$ cat src/rtl/tccg_pkg.sv
package tccg_pkg;

    localparam int MAX_COLS   = 128;
    localparam int MAX_ROWS   = 64;
    localparam int COL_W      = $clog2(MAX_COLS);
    localparam int ROW_W      = $clog2(MAX_ROWS);
    localparam int CELL_AW    = COL_W + ROW_W;
    localparam int CHAR_W     = 8;
    localparam int CCOUNT_W   = 8;
    localparam int RCOUNT_W   = 7;
    localparam int CFG_IDX_W  = 1;
    localparam int CFG_DATA_W = 8;
    localparam int OUTQ_DEPTH = 4;
    localparam int OUTQ_AW    = $clog2(OUTQ_DEPTH);

    localparam logic [CFG_IDX_W-1:0] CFG_COLUMN_COUNT = 1'd0;
    localparam logic [CFG_IDX_W-1:0] CFG_ROW_COUNT    = 1'd1;

    localparam logic [CCOUNT_W-1:0] COLS_RESET = 8'd80;
    localparam logic [RCOUNT_W-1:0] ROWS_RESET = 7'd25;

    localparam logic [CHAR_W-1:0] CH_SPACE    = 8'd32;
    localparam logic [CHAR_W-1:0] CH_NL       = 8'd10;
    localparam logic [CHAR_W-1:0] CH_CR       = 8'd13;
    localparam logic [CHAR_W-1:0] CH_TAB      = 8'd9;
    localparam logic [CHAR_W-1:0] CH_BS       = 8'd8;
    localparam logic [CHAR_W-1:0] CH_PRINT_LO = 8'd32;
    localparam logic [CHAR_W-1:0] CH_PRINT_HI = 8'd127;
    localparam logic [CCOUNT_W-1:0] TAB_STEP  = 8'd4;

    typedef enum logic [1:0] {
        OP_PUT   = 2'd0,
        OP_CLEAR = 2'd1,
        OP_HOME  = 2'd2,
        OP_READ  = 2'd3
    } op_t;

    typedef struct packed {
        op_t               op;
        logic [CHAR_W-1:0] char_code;
        logic [COL_W-1:0]  read_col;
        logic [ROW_W-1:0]  read_row;
    } in_item_t;

    typedef struct packed {
        logic              draw_valid;
        logic [COL_W-1:0]  draw_col;
        logic [ROW_W-1:0]  draw_row;
        logic [CHAR_W-1:0] draw_char;
        logic              full_redraw;
        logic              present_request;
        logic [COL_W-1:0]  cursor_col;
        logic [ROW_W-1:0]  cursor_row;
        logic [CHAR_W-1:0] read_char;
    } out_item_t;

    // one transaction between the front end and the cell stage
    typedef struct packed {
        logic              rd;
        logic              oob;
        logic              blank;
        logic              wr;
        logic              fresh;
        logic [ROW_W-1:0]  row;
        logic [COL_W-1:0]  col;
        logic              dv;
        logic [COL_W-1:0]  dc;
        logic [ROW_W-1:0]  dr;
        logic [CHAR_W-1:0] dch;
        logic              redraw;
        logic              present;
        logic [COL_W-1:0]  cur_col;
        logic [ROW_W-1:0]  cur_row;
    } stage_t;

endpackage

$ cat src/rtl/tccg_outq.sv
module tccg_outq (
    input  logic                         clk,
    input  logic                         rst_n,
    input  logic                         push,
    input  tccg_pkg::out_item_t          push_data,
    output logic                         res_valid,
    input  logic                         res_stall,
    output tccg_pkg::out_item_t          res_data,
    output logic [tccg_pkg::OUTQ_AW:0]   count
);

    import tccg_pkg::*;

    out_item_t          entry_reg [OUTQ_DEPTH];
    logic [OUTQ_AW-1:0] wr_ptr_reg, wr_ptr_next;
    logic [OUTQ_AW-1:0] rd_ptr_reg, rd_ptr_next;
    logic [OUTQ_AW:0]   count_reg, count_next;
    logic               pop;

    assign pop       = res_valid & ~res_stall;
    assign res_valid = (count_reg != '0);
    assign res_data  = entry_reg[rd_ptr_reg];
    assign count     = count_reg;

    always_comb
    begin
        wr_ptr_next = push ? wr_ptr_reg + 1'b1 : wr_ptr_reg;
        rd_ptr_next = pop ? rd_ptr_reg + 1'b1 : rd_ptr_reg;
        count_next  = count_reg + (OUTQ_AW + 1)'(push) - (OUTQ_AW + 1)'(pop);
    end

    always_ff @(posedge clk or negedge rst_n)
    begin
        if (!rst_n)
        begin
            wr_ptr_reg <= '0;
            rd_ptr_reg <= '0;
            count_reg  <= '0;
        end
        else
        begin
            wr_ptr_reg <= wr_ptr_next;
            rd_ptr_reg <= rd_ptr_next;
            count_reg  <= count_next;
        end
    end

    always_ff @(posedge clk)
    begin
        if (push)
        begin
            entry_reg[wr_ptr_reg] <= push_data;
        end
    end

endmodule

$ cat config.mk
export PLATFORM = sky130hd
export DESIGN_NAME = tccg_outq
export DESIGN_NICKNAME = d
export VERILOG_FILES = /design/src/rtl/tccg_pkg.sv /design/src/rtl/tccg_outq.sv
export SDC_FILE = /design/constraint.sdc
export NUM_CORES = 1
export LEC_CHECK = 0
export ABC_AREA = 1
export BUFFER_PORTS_ARGS = -buffer_cell sky130_fd_sc_hd__buf_2
export CORE_MARGIN = 4
export CORE_UTILIZATION = 45
export DETAILED_ROUTE_END_ITERATION = 10
export PLACE_DENSITY_LB_ADDON = 0.15
export SYNTH_ARGS = -nofsm -noshare
export SYNTH_HDL_FRONTEND = slang
export SYNTH_SLANG_ARGS = --single-unit
$ cat constraint.sdc
create_clock -name clk -period 2.2 [get_ports clk]
set_input_delay 0.44 -clock clk [delete_from_list [all_inputs] [get_ports clk]]
set_output_delay 0.44 -clock clk [all_outputs]
set_load 0.005 [all_outputs]
### Word-level counts from Yosys, hierarchy flattened

Memories as Yosys holds them, arrays and structs flattened.
Index checks and enable logic that the tools add are counted.

| storage, ports and cells | value |
|---|---|
| register bits after elaboration | 7 |
| RAM bits | 180 |
| input port bits | 49 |
| output and inout bits | 49 |
| logic and storage cells | 13 |
| memories | 1 |

Memories:

| name | words | width | rd ports | clocked after memory_dff | write ports | line | text |
|---|---|---|---|---|---|---|---|
| entry_reg | 4 | 45 | 1 | 0 | 1 | tccg_outq.sv:14 | `out_item_t entry_reg [OUTQ_DEPTH];` |

| cells by class | value |
|---|---|
| add/subtract/negate cells | 4 |
| multiplexer cells | 2 |
| bitwise operators | 2 |
| reductions and logical operators | 1 |

Operator list:

| kind | count |
|---|---|
| adder 2 x 1 -> 2 bit (second input constant) | 2 |
| adder 3 x 1 -> 3 bit | 1 |
| nonzero test 3 bit | 1 |
| subtractor 3 x 1 -> 3 bit | 1 |
| 2-to-1 mux 1 bit | 2 |
| bitwise AND 1 bit | 1 |
| NOT 1 bit | 1 |

### Longest topological paths before layout

| depth | value |
|---|---|
| depth in word-level cells | 3 |
| mapped depth | 11 |
| mapped depth without buffers | 11 |

### Least setup slack after synthesis

Ideal clock, no wire load.

| path | value |
|---|---|
| path type | input -> register |
| start | input port push |
| end | memory entry_reg[1][0] (netlist name) (enable) |
| library setup time | 0.399 ns |
| arrival | 1.612 ns |
| data required time | 1.801 ns |
| path slack | 0.188 ns |
| cell stages on the path | 3 |
| buffers on the path | 1 |
| cell sequence | clkbuf_1 nand2_1 inv_1 |

| between the ends | value |
|---|---|
| word-level cells in the longest chain between the ends | 2 |

RTL lines:

| what | line | text |
|---|---|---|
| start, declared | tccg_outq.sv:4 | `input logic push,` |
| 2-to-1 mux 1 bit | tccg_outq.sv:50 | `if (push)` |
| 2-to-1 mux 1 bit (implied by the code) | tccg_outq.sv:52 | `entry_reg[wr_ptr_reg] <= push_data;` |
| end, declared | tccg_outq.sv:14 |  |

No other way between the ends.

==> qor_table.md <==
| Quantity | This run | Unit |
|:---|:---|:---|
| Status | complete, no violations | - |
| Number of cells on the worst reg-to-reg path | 11 | - |
| Final hold slack | 0.234 | ns |
| Mean instance size in the synthesized netlist | 12.0 | µm² |
| Overall power | 0.0124 | W |
| Vias | 4668 | - |
| Min-Delay Path Depth | 1 | - |
| Die area | 18700 | µm² |
| Bufs on Longest Clock Path | 2 | - |
| Sequential Power Share | 0.393 | - |
| Share of the clock period used by the worst path | 0.980 | - |
| Area delta synth->final | 22.2 | % |
| WP data required | 1.76 | ns |
| Worst-case register-to-register setup slack | 0.19 | ns |
| Antenna violations before repair | 1 | - |
| Startpoint of the tightest hold check path | push_data[32] | - |
| Top-level port count | 98 | - |
| Post-route ant nets | 0 | - |
| Total routing usage reported by global routing | 0.161 | - |
| Width of the die | 137 | µm |
| Synth Area in Compound Gates | 0.0610 | - |
| Fin area | 9130 | µm² |
| Filler cell count in the final layout | 1299 | - |
| Pins over their slew limit | 0 | - |
| Final Setup Violations | 0 | - |
| Cell area after synthesis | 7470 | µm² |
| Post-route worst setup slack | 0.0437 | ns |
| Number of diodes added for antenna fixing | 0 | - |
| Share of final-layout standard cells stronger than drive strength 1 | 0.242 | - |
| Number of buffer cells added on primary ports | 97 | - |
| Post-synthesis cell type count | 19 | - |
| Highest attainable clock frequency | 464 | MHz |
| CTS clk-pin slew, worst paths | 0.07 | ns |
| Wire length of the first global-routing pass | 22.8 | mm |
| Slew at the pin closest to its max-slew limit | 0.447 | ns |
| Depth of the CTS H-tree | 4 | - |
| Setup slack after placement | 0.133 | ns |
| Synthesized-area fraction occupied by xor and xnor cells | 0.00352 | - |
| Clock root buffer | clkbuf_16 | - |
| Max-capacitance violation count | 0 | - |
| Critical path type | reg -> out | - |
| Remaining routing DRC violations | 0 | - |
| Wire length per cell | 16.2 | µm |
| Arr. time, crit path | 1.72 | ns |
| Synthesis Warnings | 0 | - |
| Rows | 46 | - |
| Max rail drop VDD | 590 | µV |
| Min Tclk post-route | 2.16 | ns |
| Worst Setup End Kind | primary output | - |
| Num Clock Sinks | 187 | - |
| FF+latch area | 5580 | µm² |
| Detailed-placement wirelength estimate | 8.47 | mm |
| CTS tree | yes | - |
| Share of the yosys chip area belonging to registers | 0.747 | - |
| Global placement routability congestion | 0.744 | - |
| Starting utilization of the core area | 0.465 | - |
| Insertion delay to the later sink of the worst-skew pair | 0.42 | ns |
| Unrepaired setup endpoints after global routing | yes | - |
| Area of the multi-input gates | 1580 | µm² |
| Number of flip-flops and latches in the synthesized netlist | 187 | - |
| Share of total power in the clock network | 0.247 | - |
| Switching power share of the total | 0.337 | - |
| Placeable core area | 16100 | µm² |
| Die outline height | 137 | µm |
| Vias per Instance | 4.84 | - |
| Adder and majority gate portion of the synthesized area | 0.0127 | - |
| Number of nets in the layout | 791 | - |
| Total overflow reported by the global router | 0 | - |
| Startpoint of the worst register-to-register path | count[1] | - |
| Number of instances in the synthesized netlist | 622 | - |
| Multiplexer fraction of the synthesized cell area | 0 | - |
| Slew Limit Headroom | 0.702 | - |
| Clock buffers created by TritonCTS | 17 | - |
| P_int | 0.00825 | W |
| Proportion of power drawn by combinational gates | 0.360 | - |
| Pin count of the biggest net entering global routing | 61 | - |
| DR pass1 iterations | 4 | - |
| Worst setup SP type | register | - |
| Type of the worst min-delay path | in -> reg | - |
| Most used cells in the layout excluding fill and tap cells | edfxtp_1 (180), nand2_1 (146), buf_2 (97) | - |
| Dominant combinational cell family by area after synthesis | simple AND/OR/NAND/NOR gates | - |
| Static leakage power | 3.73 | nW |
| Max reg flops | 180 | - |
| Crit Path Max Fanout | 13 | - |
| Simple-gate portion of the synthesized area | 0.123 | - |
| Number of DRC markers after the initial detailed-route iteration | 215 | - |
| Worst reg2reg endpoint | count[2] | - |
| Clk_skew | 0.00702 | ns |
| Synthesized Nets | 678 | - |
| Endpoint, Worst Hold | entry_reg[3][32] | - |
| Standard cell area after detailed placement | 8210 | µm² |
| Setup TNS | 0 | ns |
| NetSw | 0.00419 | W |
| Final-report hold violation count | 0 | - |
| Via count of the first global-routing pass | 4404 | - |
| Most frequent standard cell in the layout excluding fill and tap cells | edfxtp_1 | - |
| Routed wire length | 15.6 | mm |
| Cell area power density | 1360 | nW/µm² |
-- through the flow --
stage | instances | util
2_1_floorplan | 622 | -
6_report | 964 | 0.568
3_5_place_dp | 920 | 0.511
5_1_grt | 964 | 0.568
4_1_cts | 953 | 0.549
3_3_place_gp | 920 | 0.511
-- layout make-up --
type	count	share of cell area
sequential	187	0.612
multi-input combinational	345	0.173
timing repair buffer	124	0.0954
clock buffer	18	0.0470
tap	216	0.0296
inverter	60	0.0247
clock inverter	14	0.0184
-- cell families after synthesis --
kind of cell / after synthesis
AND/OR/NAND/NOR: 244
flip-flops: 187
buffers and inverters: 90
AO/OA/AOI/OAI: 91
adder cells (fa/ha/maj): 7
XOR/XNOR: 3
-- repair_timing --
item | CTS | global route
endpoints found under the hold margin | 7 | 0
hold buffers | 1 | 0
cloned | 0 | 8
pin swaps | 0 | 14
endpoints found under the setup margin | 1 | 30
buffers inserted | 0 | 3
resized for setup | 1 | 51
-- layer usage --
metal  vias to the layer above  track usage  wire [µm]
li1                       2309            -          -
met5                         -            0          7
met4                         2       0.0410        126
met2                       109        0.277       7770
met1                      2237        0.199       6790
met3                        11       0.0500        896
-- worst max-delay path, cell delays in order (launching register included) --
cell     delay (ns)
dfrtp_4        0.56
buf_6          0.18
buf_8          0.15
o21ai_1        0.16
nand2_1        0.07
nand2_1        0.07
buf_2          0.11
-- worst max-delay path by stage --
stage / depth (start not counted) / slack [ns] / start / to
6_report: 6 / 0.04 / rd_ptr_reg[0] / res_data[26]
5_1_grt: 7 / -0.04 / rd_ptr_reg[0] / res_data[38]
4_1_cts: 6 / 0.03 / rd_ptr_reg[1] / res_data[44]
3_5_place_dp: 11 / 0.13 / count[1] / count[2]
3_3_place_gp: 11 / 0.22 / count[1] / count[2]
2_1_floorplan: 3 / 0.19 / push / entry_reg[1][0]
-- power by group through the flow --
stage / clock (W) / combinational (W) / sequential [W]
floorplan: 0 / 0.00239 / 0.00490
global placement: 0 / 0.00377 / 0.00492
detailed placement: 0 / 0.00385 / 0.00495
CTS: 0.00312 / 0.00388 / 0.00488
global route: 0.00331 / 0.00503 / 0.00495
finish: 0.00307 / 0.00448 / 0.00489
-- cell usage after synthesis (all sizes together) --
library cell,instances,area share
inv,60,0.030
edfxtp,180,0.72
xor2,2,0.0023
ha,6,0.010
nor2,92,0.046
o21ai,91,0.061
nand3,2,0.0013
clkbuf,12,0.0062
dfrtp,7,0.023
nand2,150,0.075
xnor2,1,0.0012
buf,18,0.016
fa,1,0.0027
Note: power is estimated with default switching activity, not from simulation.
