## config.mk

```make
export PLATFORM = sky130hd
export DESIGN_NAME = tccg_ram
export DESIGN_NICKNAME = d
export VERILOG_FILES = /design/src/rtl/tccg_ram.sv
export SDC_FILE = /design/constraint.sdc
export NUM_CORES = 1
export LEC_CHECK = 0
export ABC_AREA = 1
export ABC_CLOCK_PERIOD_IN_PS = 2500
export BUFFER_PORTS_ARGS = -buffer_cell sky130_fd_sc_hd__buf_4
export CORE_AREA = 2 2 235 237
export CTS_BUF_LIST = sky130_fd_sc_hd__clkbuf_4 sky130_fd_sc_hd__clkbuf_8 sky130_fd_sc_hd__clkbuf_16
export CTS_CLUSTER_SIZE = 12
export DETAILED_ROUTE_END_ITERATION = 10
export DIE_AREA = 0 0 237 239
export PLACE_DENSITY = 0.51
export SYNTH_ARGS = -nofsm -noshare
export SYNTH_HDL_FRONTEND = slang
export SYNTH_SLANG_ARGS = --single-unit
```

## constraint.sdc

```tcl
create_clock -name clk -period 2.5 [get_ports clk]
set_input_delay 0.375 -clock clk [delete_from_list [all_inputs] [get_ports clk]]
set_output_delay 0.375 -clock clk [all_outputs]
set_load 0.01 [all_outputs]
```

## src/rtl/tccg_ram.sv

```systemverilog
module tccg_ram #(
    parameter int WIDTH = 8,
    parameter int DEPTH = 64,
    localparam int AW = $clog2(DEPTH)
) (
    input  logic             clk,
    input  logic             we,
    input  logic [AW-1:0]    waddr,
    input  logic [WIDTH-1:0] wdata,
    input  logic             re,
    input  logic [AW-1:0]    raddr,
    output logic [WIDTH-1:0] rdata
);

    logic [WIDTH-1:0] mem [DEPTH];

    always_ff @(posedge clk)
    begin
        if (we)
        begin
            mem[waddr] <= wdata;
        end
        if (re)
        begin
            rdata <= mem[raddr];
        end
    end

endmodule

```

=== Word-level counts from Yosys, hierarchy flattened ===
Memories as Yosys holds them, arrays and structs flattened. A register that Yosys moved wholly into a read port is not among the register bits.
Cells that the tools add are included.
W data, S select, Z words.

* Bits in writable memories: 512
* Memories: 1
* Register bits after elaboration: 0
* Output and inout bits: 8
* Logic and storage cells: 3

* Multiplexer cells: 2

{| class="wikitable"
|+ Memory list
! name !! words !! width !! read ports !! clocked after memory_dff !! write ports !! RTL line !! text
|-
| mem || 64 || 8 || 1 || 1 || 1 || 15 || <nowiki>logic [WIDTH-1:0] mem [DEPTH];</nowiki>
|}

{| class="wikitable"
|+ Operators with widths
! kind !! count
|-
| $mux W1 || 2
|}

=== Logic depth before layout (Yosys ltp) ===
Gate-level depths: netlist of the first run.

* Depth in word-level cells: 2
* Gate-level depth with buffers: 12

=== Worst setup path after synthesis of the first run ===
Ideal clock, no wire load.

* Kind: input to register
* From: in we
* To: mem mem[48][0] (enable)
* Setup slack: 0.359 ns
* Data arrival time: 1.746 ns
* Stages: 3
* Cell sequence: clkbuf_1 -> nand4_1 -> nor4_1

* Word-level cells in the longest chain between the ends: 2

{| class="wikitable"
|+ Ends and longest elaborated chain
! element !! RTL line !! text
|-
| from (decl) || 7 || <nowiki>input logic we,</nowiki>
|-
| $mux W1 || 19 || <nowiki>if (we)</nowiki>
|-
| $mux W1 (implied by the code) || 21 || <nowiki>mem[waddr] <= wdata;</nowiki>
|-
| to (decl) || 15 ||
|}

Every way passes these cells.

==> results of run 1 <==
[metal layers]
metal  vias up  routed length [microns]  track usage [%]
met5         -                       28                0
met4         4                     1170             4.99
met3        80                     3780             4.00
met2       393                    25700             31.6
met1      6770                    25900             29.3
li1       6503                        -                -
[stage by stage]
stage	worst slack [ns]	hold slack (ns)	util, %
after floorplan	0.359	0.474	-
after global placement	0.200	0.773	41.7
after detailed placement	0.224	0.774	41.7
after CTS	0.774	0.132	44.7
after global routing	0.681	0.146	44.7
final	0.777	0.165	44.7
[power groups by stage]
stage / logic, mW / clock network [mW] / registers [mW]
6_report: 1.18 / 7.46 / 9.70
5_1_grt: 1.31 / 7.97 / 9.70
4_1_cts: 1.20 / 7.63 / 9.70
3_5_place_dp: 1.20 / 0 / 9.88
3_3_place_gp: 1.19 / 0 / 9.88
2_1_floorplan: 0.678 / 0 / 9.87
[cells by family (layout without fill, tap and decap cells)]
logic type | Yosys count | after routing | synth area share, %
AND/OR/NAND/NOR | 1160 | 1160 | 23.1
flip-flops | 520 | 520 | 72.9
other | 0 | 1 | 0
buffers and inverters | 125 | 238 | 4.01
[sequential cells by signal, summed over array words and instances, names as in the netlist]
name and cells:
mem 512, rdata 8
[path summary, 6_finish.rpt]
path	startpoint	cells after the start	end	slack, ns
worst max-delay path	raddr[0]	11	rdata[2]	0.78
worst min-delay path	re	1	rdata[6]	0.17
worst max register to register	mem[27][2]	8	rdata[2]	0.90
worst min register to register	mem[40][6]	8	rdata[6]	0.89
[placed cells by master (no fill, tap or decap)]
cell type and n:
nand2_1 648, edfxtp_1 520, nand3_1 439, buf_4 116, nor2_1 56, clkbuf_16 55, clkinv_1 15, buf_12 15
clkbuf_4 13, inv_1 9, nand4_1 9, nor4_1 8, clkinv_2 6, clkinvlp_4 3, diode_2 1, inv_8 1
inv_4 1, inv_2 1, inv_6 1, bufinv_16 1, clkbuf_8 1
[layout make-up]
cell class | instances | area, sq um | area share [%]
antenna | 1 | 2.50 | 0.0103
inverter | 12 | 55.1 | 0.227
clock inverter | 26 | 148 | 0.607
multi-input combinational | 1160 | 4950 | 20.3
tap | 704 | 881 | 3.62
timing repair buffer | 132 | 1180 | 4.87
sequential | 520 | 15600 | 64.2
clock buffer | 68 | 1470 | 6.06
==> metrics.md, run 1 <==
| Metric | Value |
|---|---|
| Final hold violation count | `0` |
| Worst Path Arrival | `2.18 ns` |
| Crit path max-delay family | `simple AND/OR/NAND/NOR gates` |
| Clk sinks | `520` |
| Max FO, Critical Path | `33` |
| Fin crit period | `1.72 ns` |
| Die width | `237 microns` |
| Tot GR Track Use | `20.3%` |
| PortBufs | `30` |
| Antenna-violating nets left | `0` |
| Placed cell areas | `0.0227 sq mm` |
| Synth area leader | `edfxtp_1` |
| Routability cong. | `0.796` |
| Total setup buffers inserted after CTS | `0` |
| Ys Warns | `0` |
| CP bufs+invs | `3` |
| Synth Instances | `1805` |
| Worst Skew | `0.0222 ns` |
| Synth top area share | `72.9%` |
| Combinational share of power | `6.4%` |
| Run status | `finished, final reports clean` |
| Leakage | `8.81 nW` |
| Worst vdd ir | `461 uV` |
| Power Total | `18.3 mW` |
| FILL cells | `4996` |
| Synthesized flop and latch total | `520` |
| Htree depth | `2` |
| Non-Filler Instances | `2623` |
| Max Buffers Root-to-Sink | `3` |
| Vias in the first global route | `13200` |
| Synthesized cell area | `0.0214 sq mm` |
| Num CTS Buffers | `55` |
| Slew Viols, Final | `0` |
| Clock network power share | `40.7%` |
| Die span in y | `239 microns` |
| Layout cells sized above 1 | `11.2%` |
| Sw Ratio | `22.4%` |
| Sequential area share after synthesis | `72.9%` |
| Cell Count Post-Placement | `2528` |
| Antenna violations before repair | `4` |
| CORE AREA | `0.0543 sq mm` |
| Final Cell Area | `0.0243 sq mm` |
| Net Sw Power | `4.11 mW` |
| Largest net degree at the start of global routing | `102` |
| Post-synth EDFFs | `520` |
| CP required | `2.96 ns` |
| Sum of negative setup slack | `0 ns` |
| Commonest cells post-synth | `nand2_1, edfxtp_1, nand3_1` |
| Relative slew slack | `42.8%` |
| Clock-pin slew on the worst setup and hold paths | `0.06 ns` |
| Peak Freq | `0.580 GHz` |
| Area added between synthesis and finish | `13.5%` |
| Cts repair resizes | `0` |
| RSZ-0062 raised after global routing | `false` |
| DR vias | `13800` |
| Clk root buf | `clkbuf_16` |
| CTS tree | `done` |
| Pre-Repair DR Iteration Count | `5` |
| Die area | `0.0566 sq mm` |
| Type of the most critical hold path | `in2reg` |
| Drc violations | `0` |
| Starting Density | `39.4%` |
| Main synth FF type | `edfxtp_1` |
| Crit path cell chain | `clkbuf_8, inv_8, buf_4, nand2_1, nand3_1, nand3_1, nand2_1, nand2_1, nand3_1, nand3_1, nand2_1` |
| Vias per Instance | `5.24` |
| Site Rows | `86` |
| CP Capture Type | `flop` |
| Critical setup path kind | `in2reg` |
| CP max stage cell | `buf_4` |
| WL per Instance | `21.6 microns` |
| Crit-path max cell delay | `0.30 ns` |
| Crit share post-route | `68.9%` |
| Top post-synthesis cells by area | `edfxtp_1, nand2_1, nand3_1` |
| Worst skew pair latency | `0.59 ns` |
| Async set-or-reset flop fraction in the synthesized netlist | `0%` |
| First-pass GRT wire length | `85.4 mm` |
| Tightest Pin Transition | `0.859 ns` |
| # nets final | `1904` |
| Initial drt markers | `1195` |
| Hold buffers post-CTS | `0` |
| Max_cap viols | `0` |
| Int Power | `14.2 mW` |
| Hpwl dp | `32.7 mm` |
| Syn_nets | `1828` |
| Syn_area_per_cell | `11.9 sq um` |
| Most common cell in the netlist | `nand2_1` |
| Post-synthesis cell type count | `15` |
| Sequential power share | `52.9%` |
| CP startpoint kind | `primary input` |
| Routed wire length | `56.6 mm` |
| Final setup viols | `0` |
| Ports | `31` |
| Power density cells | `755 mW/mm^2` |
| GRT overflow | `0` |
Note: power is estimated with default switching activity, not from simulation.
==> run 2, diff against run 1 <==
- ABC_CLOCK_PERIOD_IN_PS: 2500 -> 1650
- clock period: 2.5 -> 1.65 ns (I/O delays scaled with it)
==> run 2 against run 1 <==
Effect of this change:
- utilization increased by 1.6 points
- flip-flop and latch count unchanged
- worst setup slack got worse by 0.69 ns
- first-iteration DRC count increased by 20%
- non-clock buffer count increased by 56
- sequential power increased by 52%
- via count increased by 1.9%
- count of clock-buffer cells in the layout increased by 7
- critical path depth decreased by 3
- clock power increased by 65%
- cell count increased by 2.2%
- clock skew decreased by 0.0033 ns
==> metrics.md, run 2 (synthesis gave the netlist of run 1 again) <==
| Metric | Value |
|---|---|
| Layout cells sized above 1 | `14.5%` |
| WL per Instance | `21.3 microns` |
| Net Sw Power | `6.33 mW` |
| CP startpoint kind | `flop` |
| Clock-pin slew on the worst setup and hold paths | `0.06 ns` |
| Top Usage Layer GRT | `met2` |
| Routed wire length | `57.2 mm` |
| Critical R2R Capture | `rdata[2]` |
| Power density cells | `1150 mW/mm^2` |
| Hold buffers post-CTS | `1` |
| Die area | `0.0566 sq mm` |
| Max_cap viols | `0` |
| Clk sinks | `520` |
| GRT overflow | `0` |
| Final hold violation count | `0` |
| Num CTS Buffers | `55` |
| First-pass GRT wire length | `86.3 mm` |
| Peak Freq | `0.640 GHz` |
| Die span in y | `239 microns` |
| Max FO, Critical Path | `1` |
| CP required | `1.99 ns` |
| Relative slew slack | `44.5%` |
| Ports | `31` |
| Htree depth | `2` |
| Final Cell Area | `0.0252 sq mm` |
| Worst Path Arrival | `1.91 ns` |
| Run status | `finished, final reports clean` |
| Initial drt markers | `1432` |
| Antenna violations before repair | `3` |
| RSZ-0062 raised after global routing | `false` |
| Leakage | `9.25 nW` |
| Die width | `237 microns` |
| Pre-Repair DR Iteration Count | `5` |
| Regs by FF count | `mem: 512 flops, rdata: 8 flops` |
| Worst vdd ir | `807 uV` |
| Worst skew pair latency | `0.61 ns` |
| R2R depth | `8` |
| Hpwl dp | `35.0 mm` |
| Max Buffers Root-to-Sink | `3` |
| CP Capture Type | `flop` |
| Pre-CTS WS | `-0.274 ns` |
| Cts repair resizes | `0` |
| Largest net degree at the start of global routing | `82` |
| Non-Filler Instances | `2681` |
| Slew Viols, Final | `0` |
| Largest Register | `mem` |
| Site Rows | `86` |
| Total setup buffers inserted after CTS | `0` |
| Worst Skew | `0.0189 ns` |
| Drc violations | `0` |
| Cell Count Post-Placement | `2583` |
| CTS tree | `done` |
| R2r startpoint | `mem[39][2]` |
| Int Power | `22.6 mW` |
| Routability cong. | `0.791` |
| Fin worst setup slack | `0.0873 ns` |
| Hold EP | `mem[27][6]` |
| Largest register FFs | `512` |
| Commonest non-fill, non-tap cell in the layout | `nand2_1` |
| Starting Density | `39.4%` |
| GR Util met1 | `29.0%` |
| Clk root buf | `clkbuf_16` |
| Antenna-violating nets left | `0` |
| Sequential power share | `50.8%` |
| Placed cell areas | `0.0234 sq mm` |
| Hold Path Depth | `1` |
| Tot GR Track Use | `20.5%` |
| Crit share post-route | `94.7%` |
| Fin crit period | `1.56 ns` |
| Area added between synthesis and finish | `17.5%` |
| Tightest Pin Transition | `0.832 ns` |
| Hold path start | `wdata[6]` |
| Clock network power share | `42.4%` |
| # nets final | `1960` |
| Flop2flop setup slack | `0.09 ns` |
| M2 GR Usage | `32.5%` |
| Critical setup path kind | `reg2reg` |
| Type of the most critical hold path | `in2reg` |
| Sw Ratio | `21.9%` |
| Vias in the first global route | `13800` |
| Combinational share of power | `6.8%` |
| Final setup viols | `0` |
| Vias per Instance | `5.23` |
| M3 GR Usage | `3.20%` |
| Leading cell types in the layout, fill and taps excluded | `nand2_1, edfxtp_1, nand3_1` |
| CORE AREA | `0.0543 sq mm` |
| DR vias | `14000` |
| PortBufs | `30` |
run 2: changes by cell type in the layout (fill, tap and decap cells not counted), sizes merged:
cell         delta
bufinv          +4
clkbuf          +7
dlygate4sd3     +1
inv             -1
buf            +55
clkinv          -6
clkinvlp        -2
run 2: worst max-delay path by stage:
| stage | start | to | slack, ns | cells after the start |
|---|---|---|---|---|
| 6_report | mem[39][2] | rdata[2] | 0.09 | 8 |
| 5_1_grt | mem[37][2] | rdata[2] | 0.03 | 8 |
| 4_1_cts | rdata[1] | rdata[1] | 0.06 | 1 |
| 3_5_place_dp | raddr[0] | rdata[4] | -0.27 | 12 |
| 3_3_place_gp | raddr[0] | rdata[4] | -0.26 | 12 |
| 2_1_floorplan | waddr[0] | mem[49][0] | -0.17 | 3 |
run 2: final cells by class:
type / count / area [sq um]
fill: 4896 / 29200
sequential: 520 / 15600
multi-input combinational: 1160 / 5010
timing repair buffer: 188 / 1810
clock buffer: 75 / 1560
tap: 704 / 881
clock inverter: 21 / 223
inverter: 12 / 55.1
antenna: 1 / 2.50
run 2: metrics by stage:
step                      util (%)  hold WS, ns  power [mW]  setup TNS [ns]
after global routing          46.3       0.0709        29.8               0
after detailed placement      43.0        0.580        16.9           -2.29
after floorplan                  -        0.346        16.0          -55.53
after CTS                     46.3       0.0538        29.2               0
after global placement        43.0        0.585        16.9           -1.99
final                         46.3       0.0718        28.9               0
run 2: power by group through the flow:
stage                     sequential, mW  clock [mW]  combinational (mW)
after global routing                14.7        13.0                2.16
after detailed placement            15.0           0                1.97
after global placement              15.0           0                1.97
after CTS                           14.7        12.5                1.98
final                               14.7        12.3                1.96
after floorplan                     15.0           0                1.04
run 2: routing by layer:
| layer | part of all wire, % | up-vias |
|---|---|---|
| met1 | 45 | 6879 |
| met5 | 0.073 | - |
| met4 | 2.6 | 6 |
| li1 | - | 6632 |
| met2 | 46 | 405 |
| met3 | 5.4 | 92 |
run 2: critical path, stage by stage, from the launching register on:
cell,delay (ns)
edfxtp_1,0.35
nand2_1,0.07
nand3_1,0.09
nand3_1,0.11
nand2_1,0.14
nand2_1,0.09
nand3_1,0.15
nand3_1,0.23
nand2_1,0.08
