<file path="src/rtl/tccg_pkg.sv">
package tccg_pkg;

    localparam int MAX_COLS   = 128;
    localparam int MAX_ROWS   = 64;
    localparam int COL_W      = $clog2(MAX_COLS);
    localparam int ROW_W      = $clog2(MAX_ROWS);
    localparam int CELL_AW    = COL_W + ROW_W;
    localparam int CHAR_W     = 8;
    localparam int CCOUNT_W   = 8;
    localparam int RCOUNT_W   = 7;
    localparam int CFG_IDX_W  = 1;
    localparam int CFG_DATA_W = 8;
    localparam int OUTQ_DEPTH = 4;
    localparam int OUTQ_AW    = $clog2(OUTQ_DEPTH);

    localparam logic [CFG_IDX_W-1:0] CFG_COLUMN_COUNT = 1'd0;
    localparam logic [CFG_IDX_W-1:0] CFG_ROW_COUNT    = 1'd1;

    localparam logic [CCOUNT_W-1:0] COLS_RESET = 8'd80;
    localparam logic [RCOUNT_W-1:0] ROWS_RESET = 7'd25;

    localparam logic [CHAR_W-1:0] CH_SPACE    = 8'd32;
    localparam logic [CHAR_W-1:0] CH_NL       = 8'd10;
    localparam logic [CHAR_W-1:0] CH_CR       = 8'd13;
    localparam logic [CHAR_W-1:0] CH_TAB      = 8'd9;
    localparam logic [CHAR_W-1:0] CH_BS       = 8'd8;
    localparam logic [CHAR_W-1:0] CH_PRINT_LO = 8'd32;
    localparam logic [CHAR_W-1:0] CH_PRINT_HI = 8'd127;
    localparam logic [CCOUNT_W-1:0] TAB_STEP  = 8'd4;

    typedef enum logic [1:0] {
        OP_PUT   = 2'd0,
        OP_CLEAR = 2'd1,
        OP_HOME  = 2'd2,
        OP_READ  = 2'd3
    } op_t;

    typedef struct packed {
        op_t               op;
        logic [CHAR_W-1:0] char_code;
        logic [COL_W-1:0]  read_col;
        logic [ROW_W-1:0]  read_row;
    } in_item_t;

    typedef struct packed {
        logic              draw_valid;
        logic [COL_W-1:0]  draw_col;
        logic [ROW_W-1:0]  draw_row;
        logic [CHAR_W-1:0] draw_char;
        logic              full_redraw;
        logic              present_request;
        logic [COL_W-1:0]  cursor_col;
        logic [ROW_W-1:0]  cursor_row;
        logic [CHAR_W-1:0] read_char;
    } out_item_t;

    // one transaction between the front end and the cell stage
    typedef struct packed {
        logic              rd;
        logic              oob;
        logic              blank;
        logic              wr;
        logic              fresh;
        logic [ROW_W-1:0]  row;
        logic [COL_W-1:0]  col;
        logic              dv;
        logic [COL_W-1:0]  dc;
        logic [ROW_W-1:0]  dr;
        logic [CHAR_W-1:0] dch;
        logic              redraw;
        logic              present;
        logic [COL_W-1:0]  cur_col;
        logic [ROW_W-1:0]  cur_row;
    } stage_t;

endpackage

</file>
<file path="src/rtl/tccg_cell.sv">
module tccg_cell (
    input  logic                          clk,
    input  logic                          rst_n,
    input  logic                          stage_valid,
    input  tccg_pkg::stage_t              stage,
    input  logic [tccg_pkg::MAX_COLS-1:0] marks_q,
    input  logic [tccg_pkg::CHAR_W-1:0]   char_q,
    output logic                          marks_we,
    output logic [tccg_pkg::ROW_W-1:0]    marks_waddr,
    output logic [tccg_pkg::MAX_COLS-1:0] marks_wdata,
    output tccg_pkg::out_item_t           result
);

    import tccg_pkg::*;

    logic                wb_valid_reg;
    logic [ROW_W-1:0]    wb_row_reg;
    logic [MAX_COLS-1:0] wb_data_reg;
    logic [MAX_COLS-1:0] row_data;
    logic [MAX_COLS-1:0] col_bit;
    logic                hit;

    // write-back of the previous edge is not yet visible in the read data
    assign row_data = (wb_valid_reg && (wb_row_reg == stage.row)) ? wb_data_reg : marks_q;
    assign col_bit  = MAX_COLS'(1) << stage.col;
    assign hit      = row_data[stage.col];

    assign marks_we    = stage_valid & stage.wr;
    assign marks_waddr = stage.row;
    assign marks_wdata = (stage.fresh ? '0 : row_data) | col_bit;

    always_comb
    begin
        result.draw_valid      = stage.dv;
        result.draw_col        = stage.dc;
        result.draw_row        = stage.dr;
        result.draw_char       = stage.dch;
        result.full_redraw     = stage.redraw;
        result.present_request = stage.present;
        result.cursor_col      = stage.cur_col;
        result.cursor_row      = stage.cur_row;
        if (!stage.rd)
            result.read_char = '0;
        else if (stage.oob || stage.blank || !hit)
            result.read_char = CH_SPACE;
        else
            result.read_char = char_q;
    end

    always_ff @(posedge clk or negedge rst_n)
    begin
        if (!rst_n)
        begin
            wb_valid_reg <= 1'b0;
        end
        else
        begin
            wb_valid_reg <= marks_we;
        end
    end

    always_ff @(posedge clk)
    begin
        if (marks_we)
        begin
            wb_row_reg  <= marks_waddr;
            wb_data_reg <= marks_wdata;
        end
    end

endmodule

</file>
<file path="config.mk">
export PLATFORM = sky130hd
export DESIGN_NAME = tccg_cell
export DESIGN_NICKNAME = d
export VERILOG_FILES = /design/src/rtl/tccg_pkg.sv /design/src/rtl/tccg_cell.sv
export SDC_FILE = /design/constraint.sdc
export NUM_CORES = 1
export LEC_CHECK = 0
export BUFFER_PORTS_ARGS = -buffer_cell sky130_fd_sc_hd__buf_2
export CAP_MARGIN = 20
export CORE_AREA = 2 2 145 147
export DETAILED_ROUTE_END_ITERATION = 12
export DIE_AREA = 0 0 147 149
export GPL_ROUTABILITY_DRIVEN = 0
export PLACE_DENSITY = 0.69
export SYNTH_ARGS = -nofsm -noshare
export SYNTH_HDL_FRONTEND = slang
export SYNTH_SLANG_ARGS = --single-unit
</file>
<file path="constraint.sdc">
create_clock -name clk -period 8.9 [get_ports clk]
set_input_delay 0.445 -clock clk [delete_from_list [all_inputs] [get_ports clk]]
set_output_delay 0.445 -clock clk [all_outputs]
set_load 0.05 [all_outputs]
</file>
Word-level counts from Yosys, hierarchy flattened
Index checks and enable logic that the tools add are counted.
Operators by class
  equality and inequality tests: 1
  $lt $le $gt $ge: 1
  mux-type cells: 6
  shift operators: 1
  reductions and logical operators: 4
  bitwise operators: 2
Operator list (number)
  $mux 128: 2
  $or 128x128->128: 1
  $shl 1x7->128 const A: 1
  $mux 8: 2
  $lt 7x8->1 const B: 1
  $bmux 1 s7: 1
  $eq 6x6->1: 1
  $logic_or 1x1->1: 2
  $and 1x1->1: 1
  $logic_and 1x1->1: 1
  $logic_not 1->1: 1
  $mux 1: 1
Storage, ports and cells
  input bits: 194
  output and inout bits: 180
  word-level logic and storage cells: 18
  flip-flop bits (word level): 135

Depth between registers and ports, before layout
Gate-level depths: netlist of run 1.
  depth after elaboration: 9
  depth in mapped cells: 12
  gate-level depth less buffers: 9

Worst setup path before layout of run 1
OpenSTA, ideal clock, no wires.
  kind: in2reg
  from: in stage[51] (netlist name)
  to: reg wb_data_reg[0] (enable)
  required time: 8374 ps
  data arrival time: 3852 ps
  setup slack: 4522 ps
  path buffers: 0
  cell stages on the path: 1
  cells stage by stage: and2_1
On the way
  cells in the longest elaborated chain, start to end: 1
RTL lines
  start, declared: line tccg_cell.sv:5  | input tccg_pkg::stage_t stage,
  $and 1x1->1: line tccg_cell.sv:28  | assign marks_we = stage_valid & stage.wr;
  end signal, assigned: line tccg_cell.sv:67  | wb_data_reg <= marks_wdata;
  end, declared: line tccg_cell.sv:18  | logic [MAX_COLS-1:0] wb_data_reg;
No other way between the ends.
A chain may end at the register's enable or synchronous reset.

==> results of run 1 <==
through the flow:
step | util | std cells | cell area [um^2] | setup slack [ns] | power (uW)
detailed placement | 0.480 | 1287 | 9860 | 3.39 | 1160
global placement | 0.480 | 1287 | 9860 | 3.45 | 1160
finish | 0.509 | 1323 | 10500 | 3.15 | 1870
floorplan | - | 813 | 8550 | 4.52 | 1070
global route | 0.509 | 1322 | 10500 | 2.97 | 1920
CTS | 0.509 | 1320 | 10500 | 3.13 | 1870
worst max-delay path: stages (launching register included):
cell and delay, ns:
edfxtp_1 0.38, xor2_1 0.19, nor4b_4 0.28, buf_4 0.41, and2_4 0.76, buf_4 0.75, mux4_2 0.59, o2111a_1 0.24
a211o_1 0.26, a22oi_1 0.25, a21o_1 0.29, o31a_1 0.16, buf_2 0.26
cell type report:
cell class	count	share of cell area
Timing Repair Buffer	313	0.154
Clock inverter	13	0.0149
Antenna cell	3	0.000717
Clock buffer	19	0.0414
Multi-Input combinational cell	558	0.367
Inverter	7	0.00251
Tap cell	275	0.0329
Sequential cell	135	0.387
kinds of logic after synthesis:
group / Yosys count / synth area share
flops: 135 / 0.474
xor+xnor: 6 / 0.00615
buf+inv: 120 / 0.0798
compound gates: 282 / 0.219
mux: 98 / 0.125
simple gates: 172 / 0.0957
metal layers:
layer	GRT usage	vias to the layer above	share of wire
met4	0.132	2	0.038
met3	0.0639	88	0.095
met5	0	-	0.00030
li1	-	3650	-
met2	0.490	550	0.48
met1	0.377	4041	0.39
repair_timing:
action,CTS,global route
endpoints found under the setup margin,0,0
hold buffers,1,0
endpoints found under the hold margin,1,0
worst max path at each step:
| stage | end | slack, ns | depth (start not counted) |
|---|---|---|---|
| floorplan | wb_data_reg[0] | 4.52 | 1 |
| CTS | result[5] | 3.13 | 12 |
| global route | result[5] | 2.97 | 12 |
| detailed placement | result[5] | 3.39 | 13 |
| finish | result[5] | 3.15 | 12 |
| global placement | result[5] | 3.45 | 13 |
Yosys cell counts, types with 4 or more instances:
cell,number
buf_1,7
buf_4,47
mux4_2,7
edfxtp_1,134
inv_1,5
a21oi_1,32
nand2_1,74
buf_6,4
mux2i_1,88
a22oi_1,9
and2_1,10
nor3_1,9
buf_2,7
a31o_2,4
a21o_1,14
a211oi_1,26
a221oi_1,4
and3_1,21
o211ai_1,13
a221o_1,4
o22ai_1,113
clkbuf_1,47
nand3_1,32
nor2b_1,5
a31oi_1,8
nor2_1,12
o21ai_0,28
cell usage in the layout (no fill, tap or decap), types with 5 or more instances in the layout:
| master | instances |
|---|---|
| nor2_1 | 8 |
| buf_4 | 14 |
| mux2i_1 | 88 |
| a22oi_1 | 9 |
| o21ai_0 | 28 |
| a211oi_1 | 26 |
| o22ai_1 | 113 |
| mux4_2 | 7 |
| a31oi_1 | 8 |
| inv_1 | 5 |
| edfxtp_1 | 134 |
| a21oi_1 | 32 |
| nand3_1 | 32 |
| and3_1 | 21 |
| nor3_1 | 9 |
| a21o_1 | 14 |
| nor2b_1 | 5 |
| clkbuf_16 | 17 |
| buf_2 | 298 |
| nand2_1 | 74 |
| o211ai_1 | 13 |
| and2_1 | 8 |
power by group through the flow:
stage / combinational [uW] / sequential, uW / clock [uW]
final: 416 / 738 / 721
after global routing: 434 / 740 / 749
after CTS: 412 / 737 / 722
after detailed placement: 410 / 751 / 0
after global placement: 408 / 750 / 0
after floorplan: 320 / 752 / 0
==> metrics, run 1 <==
I/O pin count 374; Sequential Power Share 0.394; DRC viols 0; routed vias/inst 6.30; status completed; first-pass GRT wire length 48500 um; Post-synth ARST share 0.00741; CP required 8.46 ns; Inserted Clock Buffers 17; Main synth FF type edfxtp_1; global-route usage over all layers 0.296; hold crit path type in -> reg; synthesized area 8550 um^2; WHS Path Cells 1; post-detail-place hpwl between 20000 and 25000 um; sequential area share after synthesis 0.474; Reg2Reg Setup Slack 5.24 ns; Comb pwr share 0.222; Post-synth EDFFs 134; Setup violations, final 0; skew final between 0.006 and 0.007 ns; fillers 1964; pwr/cell area 179 nW/um^2; dominant cells by area after synthesis edfxtp_1 (47%), mux2i_1 (10%), o22ai_1 (8.3%); CP Capture Type output port; Worst slew margin 0.222; syn nets 1007; clk_lat worst skew ~0.43 ns; routed len/inst 25.3 um; vias in the first global route 8110; WL final 33500 um; via count 8331; register area approximately 4000 um^2; post-route ant nets 0; largest net degree at the start of global routing 74; Root Buffer clkbuf_16; area leader, netlist edfxtp_1; initial antenna violation count 4; hold_ws 0.226 ns; Die Area 21900 um^2; Initial DRT Pass Iterations 6; Pint ~1300 uW; Peak VDD IR 140 uV; Die Height 149 um; switch share 0.318; CTS tree yes; RSZ-0062 raised after global routing no; clock power share 0.385; Largest register FFs approximately 130; FP Rows 53; Final TNS setup 0 ns; total congestion overflow 0; reg2reg start wb_row_reg[3]; final worst-path cycle share 0.646; initial core utilization 0.416; fin. max-slew vios 0; Crit Path Category reg -> out; Post-layout nets 1226; share of layout cells above drive strength 1 0.348; Initial DRC Count around 800; Reg clk slew, reported paths 0.06 ns; Worst Setup Start Kind register; Worst-Margin Slew 1.16 ns; crit-path max FO 46; switching power 597 uW; H-tree depth 4; Yosys warnings 0; CP Launch Point wb_row_reg[3]; post-synthesis cell type count 57; Min-Delay Startpoint stage[44]; number of port buffers between 200 and 300; P&R area growth vs syn 22.4%; Fin. Hold Viols 0; Tmin final 5.75 ns; maximum clock path buffer count 2; Post-Syn Area per Cell 10.5 um^2; cts repair resizes 0; WP data arrival 5.30 ns; area of the multi-input gates ~3800 um^2; max-cap violation count 0; Pleak 0.00401 uW; worst reg2reg path depth 7; Core ar. 20600 um^2; Synth top area share 0.471; maximum clock frequency 174 MHz; die width 147 um; Worst R2R End wb_data_reg[72]; FF+latch count, synth between 100 and 150; Sink Count 135; gate count of the mapped netlist 813; setup bufs post-CTS 0; WHS Endpoint wb_row_reg[0]
Power figures use the tool's default switching activity.
==> run 2: changes to the inputs <==
CORE_AREA = default   (was 2 2 145 147)
CORE_ASPECT_RATIO = 0.7   (was default)
CORE_MARGIN = 2   (was default)
CORE_UTILIZATION = 44   (was default)
DIE_AREA = default   (was 0 0 147 149)
PLACE_DENSITY = 0.75   (was 0.69)
clock period = 4.7 ns   (was 8.9 ns; I/O delays follow)
==> run 2 against run 1 <==
Net effect: cell count hardly changed; clock power increased by 97%; combinational power increased by 93%; worst setup slack worse by 2.9 ns; design area rose by 1.1%; critical endpoint is now result[4]; largest power group is now the clock network.
==> metrics, run 2 (synthesis gave the netlist of run 1 again) <==
Final TNS setup 0 ns; Routed met1 length 13900 um; CP required 4.47 ns; H-tree depth 4; Worst path max stage delay ~0.52 ns; Die Area 20600 um^2; Tmin final 4.44 ns; WL final 34600 um; fin. max-slew vios 0; CTS tree yes; maximum clock path buffer count 2; Worst-Margin Slew ~1.1 ns; RSZ-0062 raised after global routing no; met3 WL post-DR around 4700 um; most common cell after layout, fill and taps aside buf_2; Crit Path Category reg -> out; maximum clock frequency 225 MHz; global-route usage over all layers 0.326; Core ar. 19000 um^2; Initial DRC Count 1270; initial antenna violation count 1; routed vias/inst 6.48; number of port buffers 299; Sink Count 135; worst slack, placed around 0.54 ns; Largest register FFs ~130; final worst-path setup slack ~0.26 ns; via count 8573; share of layout cells above drive strength 1 0.355; vias in the first global route 8020; Post-layout nets 1238; initial core utilization 0.451; Pleak roughly 0.004 uW; max-cap violation count 0; P&R area growth vs syn 23.8%; die width 171 um; crit-path max FO 47; Peak VDD IR 200 uV; Fin. Hold Viols 0; total congestion overflow 0; worst path cell trace xor2_1 > nor4b_4 > and2_4 > buf_12 > mux2i_1 > a221o_1 > o311ai_0 > o22a_1 > o221ai_2 > nor3_1 > buf_2; status completed; post-detail-place hpwl 24400 um; Reg clk slew, reported paths 0.06 ns; Worst slew margin 0.249; Initial DRT Pass Iterations 6; pwr/cell area 341 nW/um^2; DRC viols 0; Worst path slowest cell nor4b_4; Worst Setup Start Kind register; post-route ant nets 0; Root Buffer clkbuf_16; Die Height between 100 and 150 um; CP Capture Type output port; routed len/inst 26.1 um; total power 3610 uW; WP data arrival 4.20 ns; first-pass GRT wire length 49900 um; largest net degree at the start of global routing 89; Inserted Clock Buffers 17; most frequent cells in the layout buf_2 (298), edfxtp_1 (134), o22ai_1 (113), mux2i_1 (88), nand2_1 (74); hold_ws 0.0160 ns; FP Rows 42; Setup violations, final 0; clk_lat worst skew 0.43 ns; skew final 0.00852 ns; Top Layer Used met4; cts repair resizes 0; I/O pin count 374; hold crit path type in -> reg; Buf+Inv Stages, Crit Path 2; Top Family by Delay on Critical Path compound AO/OA/AOI/OAI gates; final worst-path cycle share 0.944; met2 routed WL 15100 um
-- run 2: cell count changes in the layout (fill, tap and decap cells not counted) --
cell / change
clkinv_1: -1
buf_4: +9
and2_2: +1
clkbuf_1: +2
buf_12: +2
clkinv_2: -2
clkinv_4: -4
clkbuf_8: +3
clkinvlp_4: +2
-- run 2: repair_timing --
item                                    CTS  global route
hold buffers                              1             0
endpoints found under the hold margin     1             0
endpoints found under the setup margin    0             8
setup buffers                             0             2
-- run 2: per-stage QoR --
stage	cells	utilization	area, um^2
after CTS	1318	0.556	10600
after global placement	1285	0.524	9940
after global routing	1322	0.558	10600
after detailed placement	1285	0.524	9940
after floorplan	813	-	8550
final	1324	0.558	10600
-- run 2: routing by layer --
metal  global-route usage  vias to the layer above
li1                     -                     3655
met1                0.459                     4070
met3               0.0900                       70
met4                0.106                        0
met2                0.488                      778
met5                    0                        -
-- run 2: worst reg2reg max path: stages, from the launching register on --
cell and delay [ns]:
edfxtp_1 0.38, xor2_1 0.19, nor4b_4 0.52, and2_4 0.31
buf_4 0.22, buf_4 0.33, mux2i_1 0.40, o22ai_1 0.19
-- run 2: worst paths after layout --
kind | from | end | slack [ns] | cells past startpoint
max | wb_row_reg[3] | result[4] | 0.26 | 11
min | stage[45] | wb_row_reg[1] | 0.02 | 1
max reg2reg | wb_row_reg[3] | wb_data_reg[53] | 1.83 | 7
min reg2reg | wb_data_reg[67] | wb_data_reg[67] | 0.73 | 2
max in group asynchronous | rst_n | wb_valid_reg | 4.52 | 2
min in group asynchronous | rst_n | wb_valid_reg | 0.10 | 2
-- run 2: area by class of cell --
type	instances	area, um^2
clock buffers	24	482
flip-flops and latches	135	4050
clock inverters	8	123
well taps	264	330
diodes	3	7.51
fillers	1692	8390
multi-input cells	559	3850
repair buffers	324	1710
inverters	7	26.3
-- run 2: power breakdown --
| part | total [uW] | internal, uW | switching [uW] | leakage [uW] |
|---|---|---|---|---|
| registers | 1400 | 1380 | 13.8 | 0.00134 |
| logic | 801 | 210 | 590 | 0.00245 |
| clock network | 1420 | 876 | 540 | 0.000286 |
==> run 3: changes to the inputs <==
ABC_AREA = 1   (was default)
CORE_MARGIN = default   (was 2)
CORE_UTILIZATION = 45   (was 44)
MAX_ROUTING_LAYER = met4   (was default)
==> run 3 against run 2 <==
Net effect: count of clock-buffer cells in the layout fell by 5; register-to-register slack improved by 0.32 ns; non-clock buffer count decreased by 4; fmax grew 9.3%; die area grew 4.4%; power grew 0.78%; sequential power hardly changed; synthesized cell count is 55% higher; highest routed layer unchanged.
==> metrics, run 3 <==
CP required 4.47 ns; initial antenna violation count 1; switching power about 1200 uW; Pint 2430 uW; via count 10400; number of port buffers 299; WP data arrival 3.82 ns; maximum clock frequency 246 MHz; Initial DRC Count 1396; post-detail-place hpwl about 26000 um; hold crit path type in -> reg; most common cell after layout, fill and taps aside buf_2; most frequent cells in the layout buf_2 (299), nand2_1 (286), nand3_1 (209), edfxtp_1 (134), o22ai_1 (127); Die Height 123 um; clock power share 0.380; WL final 37500 um; first-pass GRT wire length 55900 um; gate count of the mapped netlist 1260; max-cap violation count 0; final worst-path setup slack 0.641 ns; synthesized area about 9400 um^2; final worst-path cycle share 0.864; Worst Setup Start Kind register; switch share 0.333; top cells by instance count after synthesis nand2_1 (287), nand3_1 (209), edfxtp_1 (134), o22ai_1 (127), inv_1 (113); Die Area 21500 um^2; post-synthesis cell type count 24; Reg2Reg Setup Slack ~2.2 ns; fin. max-slew vios 0; status completed; global-route usage over all layers 0.357; H-tree depth 4; Fin. Hold Viols 0; Post-Syn Area per Cell between 7 and 8 um^2; Root Buffer clkbuf_16; Final TNS setup 0 ns; sequential area share after synthesis 0.431; Comb pwr share 0.237; Initial DRT Pass Iterations 6; share of layout cells above drive strength 1 0.249; area leader, netlist edfxtp_1; P&R area growth vs syn 20.4%; Area after DPL 10700 um^2; routed vias/inst between 5 and 6; worst slack, placed 1.19 ns; CP Capture Type output port; initial core utilization 0.467; Yosys warnings 0; cts repair resizes 0; Worst slew margin 0.304; most frequent cell after synthesis nand2_1; Post-layout nets 1661; Non-Filler Instances approximately 1800; Synth top area share 0.428; Post-synth EDFFs 134; Inserted Clock Buffers 17; total congestion overflow 0; RSZ-0062 raised after global routing no; post-route ant nets 0; Reg clk slew, reported paths approximately 0.060 ns; vias in the first global route ~9700; Core ar. 20100 um^2; skew final 0.00920 ns; Crit Path Category reg -> out; Post-synth ARST share 0.00741; Worst-Margin Slew slightly above 1 ns; die width around 170 um; syn nets approximately 1500; Peak VDD IR 225 uV; I/O pin count 374; Sequential Power Share 0.383; Setup violations, final 0; Cells after DPL between 1500 and 2000; FF+latch count, synth 135; largest net degree at the start of global routing 87; FP Rows 43; Pleak 0.00536 uW; CTS tree yes; maximum clock path buffer count 2; Main synth FF type edfxtp_1; pwr/cell area 322 nW/um^2; clk_lat worst skew approximately 0.43 ns; Finished Cell Area roughly 11000 um^2; routed len/inst around 21 um; Sink Count 135; dominant cells by area after synthesis edfxtp_1 (43%), nand2_1 (11%), nand3_1 (11%); Largest register FFs roughly 130; Tmin final 4.06 ns; crit-path max FO 20; DRC viols 0
run 3: cell types whose count changed after synthesis, moves of 21 or more:
cell,change
mux2i_1,-88
nand3_1,+177
nor2_1,+49
and2_1,+50
nand2_1,+213
and3_1,-21
inv_1,+108
a211oi_1,-26
a21oi_1,+25
o21ai_1,+26
run 3: power by group through the flow:
| stage | Clock [uW] | Sequential, uW | Combinational (uW) |
|---|---|---|---|
| 5_1_grt | 1430 | 1400 | 913 |
| 6_report | 1380 | 1400 | 862 |
| 2_1_floorplan | 0 | 1420 | 657 |
| 3_5_place_dp | 0 | 1420 | 842 |
| 3_3_place_gp | 0 | 1420 | 838 |
| 4_1_cts | 1380 | 1390 | 847 |
run 3: stage by stage:
| stage | total power [uW] | hold slack (ns) | utilization |
|---|---|---|---|
| floorplan | 2080 | -0.0606 | - |
| global placement | 2260 | 0.0103 | 0.532 |
| detailed placement | 2260 | 0.0123 | 0.532 |
| CTS | 3630 | 0.0236 | 0.562 |
| global route | 3740 | 0.0276 | 0.562 |
| finish | 3640 | 0.0293 | 0.562 |
run 3: worst paths after layout:
| kind | to | depth (start not counted) | from |
|---|---|---|---|
| min in group asynchronous | wb_valid_reg | 2 | rst_n |
| max in group asynchronous | wb_valid_reg | 2 | rst_n |
| max | result[2] | 17 | wb_row_reg[5] |
| min reg2reg | wb_data_reg[120] | 2 | wb_data_reg[120] |
| min | wb_row_reg[5] | 1 | stage[49] |
| max reg2reg | wb_data_reg[82] | 8 | wb_row_reg[5] |
run 3: worst max-delay path, cell delays in order, from the launching register on:
cell and delay, ns:
edfxtp_1 0.44, inv_1 0.08, nand2_1 0.05, nand2_1 0.05, nand3_1 0.12, nor2_2 0.63
buf_4 0.38, o21ai_0 0.19, a21oi_1 0.18, nand2_1 0.08, nand3_1 0.13, nand3_1 0.10
nand3_1 0.14, nand2_1 0.08, nand2_1 0.13, nand4_4 0.16, nor2_1 0.15, buf_2 0.28
run 3: kinds of logic (layout without fill, tap and decap cells):
family / count (synthesis) / in the layout / synth area share
AO/OA/AOI/OAI: 230 / 230 / 0.140
buffers and inverters: 259 / 479 / 0.126
flip-flops: 135 / 135 / 0.431
AND/OR/NAND/NOR: 636 / 636 / 0.303
other: 0 / 1 / 0
run 3: cell type report:
type,count,area (um^2)
Clock buffer,19,433
Timing Repair Buffer,320,1670
Tap cell,270,338
Fill cell,1946,8810
Clock inverter,13,154
Multi-Input combinational cell,866,4190
Inverter,127,479
Sequential cell,135,4050
Antenna cell,1,2.50
run 3: repair_timing:
item / CTS / global route
endpoints found under the setup margin: 0 / 0
endpoints found under the hold margin: 1 / 0
setup buffers: 0 / 0
hold buffers: 1 / 0
run 3: layer usage:
layer | wire [um] | track usage | part of all wire | vias up
met2 | 16000 | 0.508 | 0.43 | 856
met1 | 15400 | 0.490 | 0.41 | 4781
met4 | 638 | 0.0989 | 0.017 | 0
li1 | - | - | - | 4695
met3 | 5540 | 0.106 | 0.15 | 55
met5 | 0 | - | 0 | -
